## src/rtl/core/cpbs_pkg.sv

```systemverilog
// Shared types and constants for the closest pair search block.
package cpbs_pkg;

  localparam int MAX_POINTS_DEF = 256;
  localparam int COORD_BITS_DEF = 20;

  localparam int LIMIT_W     = 21;
  localparam int INDEX_OUT_W = 8;

  // 99999.0 with four fraction bits.
  localparam logic [LIMIT_W-1:0] LIMIT_RESET = 21'd1599984;

  typedef enum logic [1:0] {
    OP_CLEAR    = 2'd0,
    OP_APPEND_A = 2'd1,
    OP_APPEND_B = 2'd2,
    OP_SEARCH   = 2'd3
  } cpbs_op_t;

  typedef enum logic [2:0] {
    ST_IDLE,
    ST_SCAN,
    ST_DRAIN,
    ST_ROOT,
    ST_DONE
  } cpbs_state_t;

endpackage

```

## src/rtl/core/cpbs_isqrt.sv

```systemverilog
// Iterative integer square root, one result bit per cycle.
module cpbs_isqrt
  import cpbs_pkg::*;
#(
  parameter int VAL_W = 2 * LIMIT_W
) (
  input  logic                   clk,
  input  logic                   rst_n,
  input  logic                   start,
  input  logic [VAL_W-1:0]       value,
  output logic                   done,
  output logic [(VAL_W+1)/2-1:0] root
);

  localparam int RW    = (VAL_W + 1) / 2;
  localparam int PAD_W = 2 * RW;
  localparam int REM_W = RW + 2;
  localparam int CAT_W = RW + 4;
  localparam int CNT_W = $clog2(RW + 1);

  logic [PAD_W-1:0] val_r;
  logic [REM_W-1:0] rem_r;
  logic [RW-1:0]    root_r;
  logic [CNT_W-1:0] cnt_r;
  logic             busy_r;
  logic             done_r;

  logic [CAT_W-1:0] cat;
  logic [CAT_W-1:0] trial;
  logic [CAT_W-1:0] diff;
  logic             fits;

  // Bring down the next two bits and try to set the next root bit.
  assign cat   = {rem_r, val_r[PAD_W-1 -: 2]};
  assign trial = CAT_W'({root_r, 2'b01});
  assign diff  = cat - trial;
  assign fits  = (cat >= trial);

  always_ff @(posedge clk) begin
    if (!rst_n) begin
      busy_r <= 1'b0;
      done_r <= 1'b0;
      cnt_r  <= '0;
    end else begin
      done_r <= 1'b0;
      if (start) begin
        busy_r <= 1'b1;
        cnt_r  <= CNT_W'(RW);
      end else if (busy_r) begin
        cnt_r <= cnt_r - CNT_W'(1);
        if (cnt_r == CNT_W'(1)) begin
          busy_r <= 1'b0;
          done_r <= 1'b1;
        end
      end
    end
  end

  always_ff @(posedge clk) begin
    if (start) begin
      val_r  <= PAD_W'(value);
      rem_r  <= '0;
      root_r <= '0;
    end else if (busy_r) begin
      val_r <= val_r << 2;
      if (fits) begin
        rem_r  <= REM_W'(diff);
        root_r <= RW'({root_r, 1'b1});
      end else begin
        rem_r  <= REM_W'(cat);
        root_r <= RW'({root_r, 1'b0});
      end
    end
  end

  assign done = done_r;
  assign root = root_r;

endmodule

```

## config.mk

```make
export PLATFORM = sky130hd
export DESIGN_NAME = cpbs_isqrt
export DESIGN_NICKNAME = d
export VERILOG_FILES = /design/src/rtl/core/cpbs_pkg.sv /design/src/rtl/core/cpbs_isqrt.sv
export SDC_FILE = /design/constraint.sdc
export NUM_CORES = 1
export LEC_CHECK = 0
export BUFFER_PORTS_ARGS = -buffer_cell sky130_fd_sc_hd__buf_2
export CORE_AREA = 2 2 119 121
export CTS_CLUSTER_DIAMETER = 150
export DETAILED_ROUTE_END_ITERATION = 16
export DIE_AREA = 0 0 121 123
export GPL_TIMING_DRIVEN = 0
export SYNTH_ARGS = -nofsm -noshare
export SYNTH_HDL_FRONTEND = slang
export SYNTH_SLANG_ARGS = --single-unit
```

## constraint.sdc

```tcl
create_clock -name clk -period 4.7 [get_ports clk]
set_input_delay 1.41 -clock clk [delete_from_list [all_inputs] [get_ports clk]]
set_output_delay 1.41 -clock clk [all_outputs]
set_load 0.01 [all_outputs]
```

==> results.sh <==
export IMPL_maxSlewHeadroom_pct=33.07
export IMPL_drt_total_wl_mm=11.59
export IMPL_leakagePower_nw=2.431
export IMPL_start_util_pct=37.28
export IMPL_grt_pass1_wl_mm=19.38
export IMPL_dieArea_sq_um=14880
export IMPL_drc=0
export IMPL_crit_required_ns=4.95
export IMPL_worstPathMaxFanout=10
export IMPL_period_share_pct=60.18
export IMPL_cp_num_cells=12
export IMPL_hold_buffers=0
export IMPL_worstSetupEndpoint="rem_r[11]"
export IMPL_drv_cap=0
export IMPL_synth_nets=575
export IMPL_min_period_ns=2.828
export IMPL_cp_slowest_stage_delay_ns=0.44
export IMPL_critPathBufInv=4
export IMPL_crit_path_end_kind="register"
export IMPL_power_mw=2.895
export IMPL_rr_endpoint="rem_r[11]"
export IMPL_first_pass_iters=5
export IMPL_netlist_area_leader_share_pct=24.85
export IMPL_drtAntennaViolNets=0
export IMPL_finalSetupTns_ns=0
export IMPL_reg2reg_from="root[16]"
export IMPL_antenna_found_initial=0
export IMPL_ys_flop_type="dfxtp_1"
export IMPL_cts_root_buffer="clkbuf_16"
export IMPL_cts_resized_gates=0
export IMPL_core_region_area_sq_um=13610
export IMPL_worst_clock_skew_ns=0.007956
export IMPL_post_cts_setup_buffer_count=0
export IMPL_yosys_area_top_type="edfxtp_1"
export IMPL_cts_tree="yes"
export IMPL_cts_sinks=93
export IMPL_synth_edf_count=42
export IMPL_reg2regPathDepth=12
export IMPL_clk_insertion_delay_late_ns=0.35
export IMPL_max_freq_mhz=353.6
export IMPL_drive_gt1_share_pct=22.87
export IMPL_crit_chain="inv_1 -> ha_1 -> buf_2 -> a211oi_2 -> o21ai_1 -> a2111oi_2 -> nand3_1 -> o21ai_2 -> buf_6 -> buf_6 -> a21oi_1 -> a211oi_1"
export IMPL_synth_cells=505
export IMPL_critPathKind="reg2reg"
export IMPL_gp_congestion=0.8634
export IMPL_vias=3883
export IMPL_ys_seq_elements=93
export IMPL_cp_arrival_ns=3.08
export IMPL_power_density_nw_per_um2=486.3
export IMPL_async_reset_ff_share_pct=0
export IMPL_ys_types=48
export IMPL_syn_to_final_growth_pct=17.31
export IMPL_report_final_slew_viol_count=0
export IMPL_grt_overflow=0
export IMPL_clock_path_buffers=2
export IMPL_htreeDepth=3
export IMPL_place_area_sq_um=5625
export IMPL_drt_iter0_markers=183
export IMPL_synth_warning_count=0
export IMPL_cpMostUsedCell="buf_6"
export IMPL_dp_hpwl_mm=8.578
export IMPL_fin_area_sq_um=5953
export IMPL_row_count=43
export IMPL_netlist_top_cells_area="edfxtp_1 25%, dfxtp_1 20%, mux2_2 8.9%, ha_1 6.2%, mux2i_1 5.5%"
export IMPL_hold_viol_final=0
export IMPL_r2r_setup_slack_ns=1.87
export IMPL_synth_avg_cell_area_sq_um=10.05
export IMPL_worst_pin_slew_ns=1.004
export IMPL_portBuffers=65
export IMPL_setup_worst_path_start="root[16]"
export IMPL_grt_pass1_vias=3987
export IMPL_path_clk_slew_ns=0.06
export IMPL_setup_viol=0
export IMPL_cp_start_kind="register"
export IMPL_track_usage_pct=16.70
export IMPL_diodes=0
export IMPL_crit_family="compound AO/OA/AOI/OAI gates"
export IMPL_die_h_microns=123
export IMPL_mostFrequentLayoutCells="72 x nor2_1, 68 x buf_2, 51 x dfxtp_1, 42 x edfxtp_1, 40 x mux2_2"
export IMPL_finalNetCount=651
export IMPL_vias_per_cell=5.069
export IMPL_die_w_microns=121
export IMPL_pin_count=67
export IMPL_grt_setup_unrepaired="no"
export IMPL_status="finished, final reports clean"
export IMPL_numCtsBuffers=9
export IMPL_grt_max_degree=44
export IMPL_ir_worst_vdd_mv=0.2173
export IMPL_min_path_type="reg2reg"
export IMPL_crit_path_top_delay_cell="a2111oi_2"
export IMPL_yosysSeqAreaShare_pct=44.97
export IMPL_post_drt_wl_per_cell_microns=15.14
export IMPL_final_common_cell="nor2_1"
export IMPL_syn_area_sq_um=5075
synth_stat cells, types with 2 or more instances:
cell / n
o22ai_1: 2
o211ai_1: 3
o2111ai_1: 2
nor2b_1: 3
clkbuf_1: 18
and4_1: 2
o21bai_1: 4
and2_1: 3
edfxtp_1: 42
nand2b_1: 7
nand2_1: 23
buf_1: 2
mux2i_1: 28
dfxtp_1: 51
or2_2: 2
nor2_1: 72
a211oi_2: 2
o21a_1: 4
mux2_2: 40
ha_1: 25
a21o_1: 3
a21oi_1: 31
nor3_1: 8
buf_6: 2
inv_1: 34
o211a_1: 3
xor2_1: 7
buf_2: 3
o21ai_0: 11
nand3_1: 10
xnor2_1: 17
nand4_1: 3
a211oi_1: 22
or4_1: 2
layer usage:
metal / global-route usage, % / wire length (microns)
met1: 19.88 / 5277
met2: 28.97 / 5535
met3: 4.889 / 643
met4: 5.451 / 137
met5: 0 / 0
worst reg2reg max path, cell delays in order, from the launching register on:
cell and delay (ns):
dfxtp_1 0.36, inv_1 0.06, ha_1 0.28, buf_2 0.18
a211oi_2 0.22, o21ai_1 0.13, a2111oi_2 0.44, nand3_1 0.15
o21ai_2 0.22, buf_6 0.20, buf_6 0.18, a21oi_1 0.09
a211oi_1 0.24
where the power goes:
| group | internal [mW] | total (mW) | switching (mW) |
|---|---|---|---|
| clock network | 0.497 | 0.799 | 0.302 |
| registers | 0.938 | 0.986 | 0.0488 |
| logic | 0.478 | 1.11 | 0.631 |
| total | 1.91 | 2.90 | 0.983 |
kinds of logic after synthesis:
logic type	synth area share [%]
xor gates and xnor gates	4.142
and+or+nand+nor	12.40
DFF	44.97
AOI/OAI and AO/OA	13.04
adders and majority gates	6.164
muxes	14.40
buffers and inverters	4.882
sequential cells by signal, summed over array words and instances, names as in the netlist:
signal / count
cnt_r: 5
rem_r: 23
val_r: 42
done: 1
root: 21
busy_r: 1
final cells by class:
cell class	count	area, sq um
Sequential cell	93	2282
Buffer	26	120.1
Fill cell	1335	7659
Timing Repair Buffer	65	325.3
Clock inverter	4	70.07
Clock buffer	12	257.7
Tap cell	180	225.2
Inverter	34	127.6
Multi-Input combinational cell	352	2545
per-stage QoR:
stage | hold WS [ns] | std cells | setup slack [ns] | utilization, %
CTS | 0.5032 | 766 | 1.876 | 43.74
global placement | 0.4879 | 750 | 1.596 | 41.33
finish | 0.5022 | 766 | 1.872 | 43.74
global route | 0.5276 | 766 | 1.620 | 43.74
detailed placement | 0.4910 | 750 | 1.579 | 41.33
floorplan | 0.4579 | 505 | 2.033 | -
worst min path at each step:
stage,slack (ns),from,depth (start not counted),endpoint
global route,0.53,rem_r[9],2,rem_r[9]
floorplan,0.46,rem_r[16],2,rem_r[16]
global placement,0.49,cnt_r[1],2,cnt_r[1]
finish,0.50,rem_r[22],2,rem_r[22]
CTS,0.50,rem_r[13],2,rem_r[13]
detailed placement,0.49,rem_r[13],2,rem_r[13]
(Power assumes the default switching activity.)
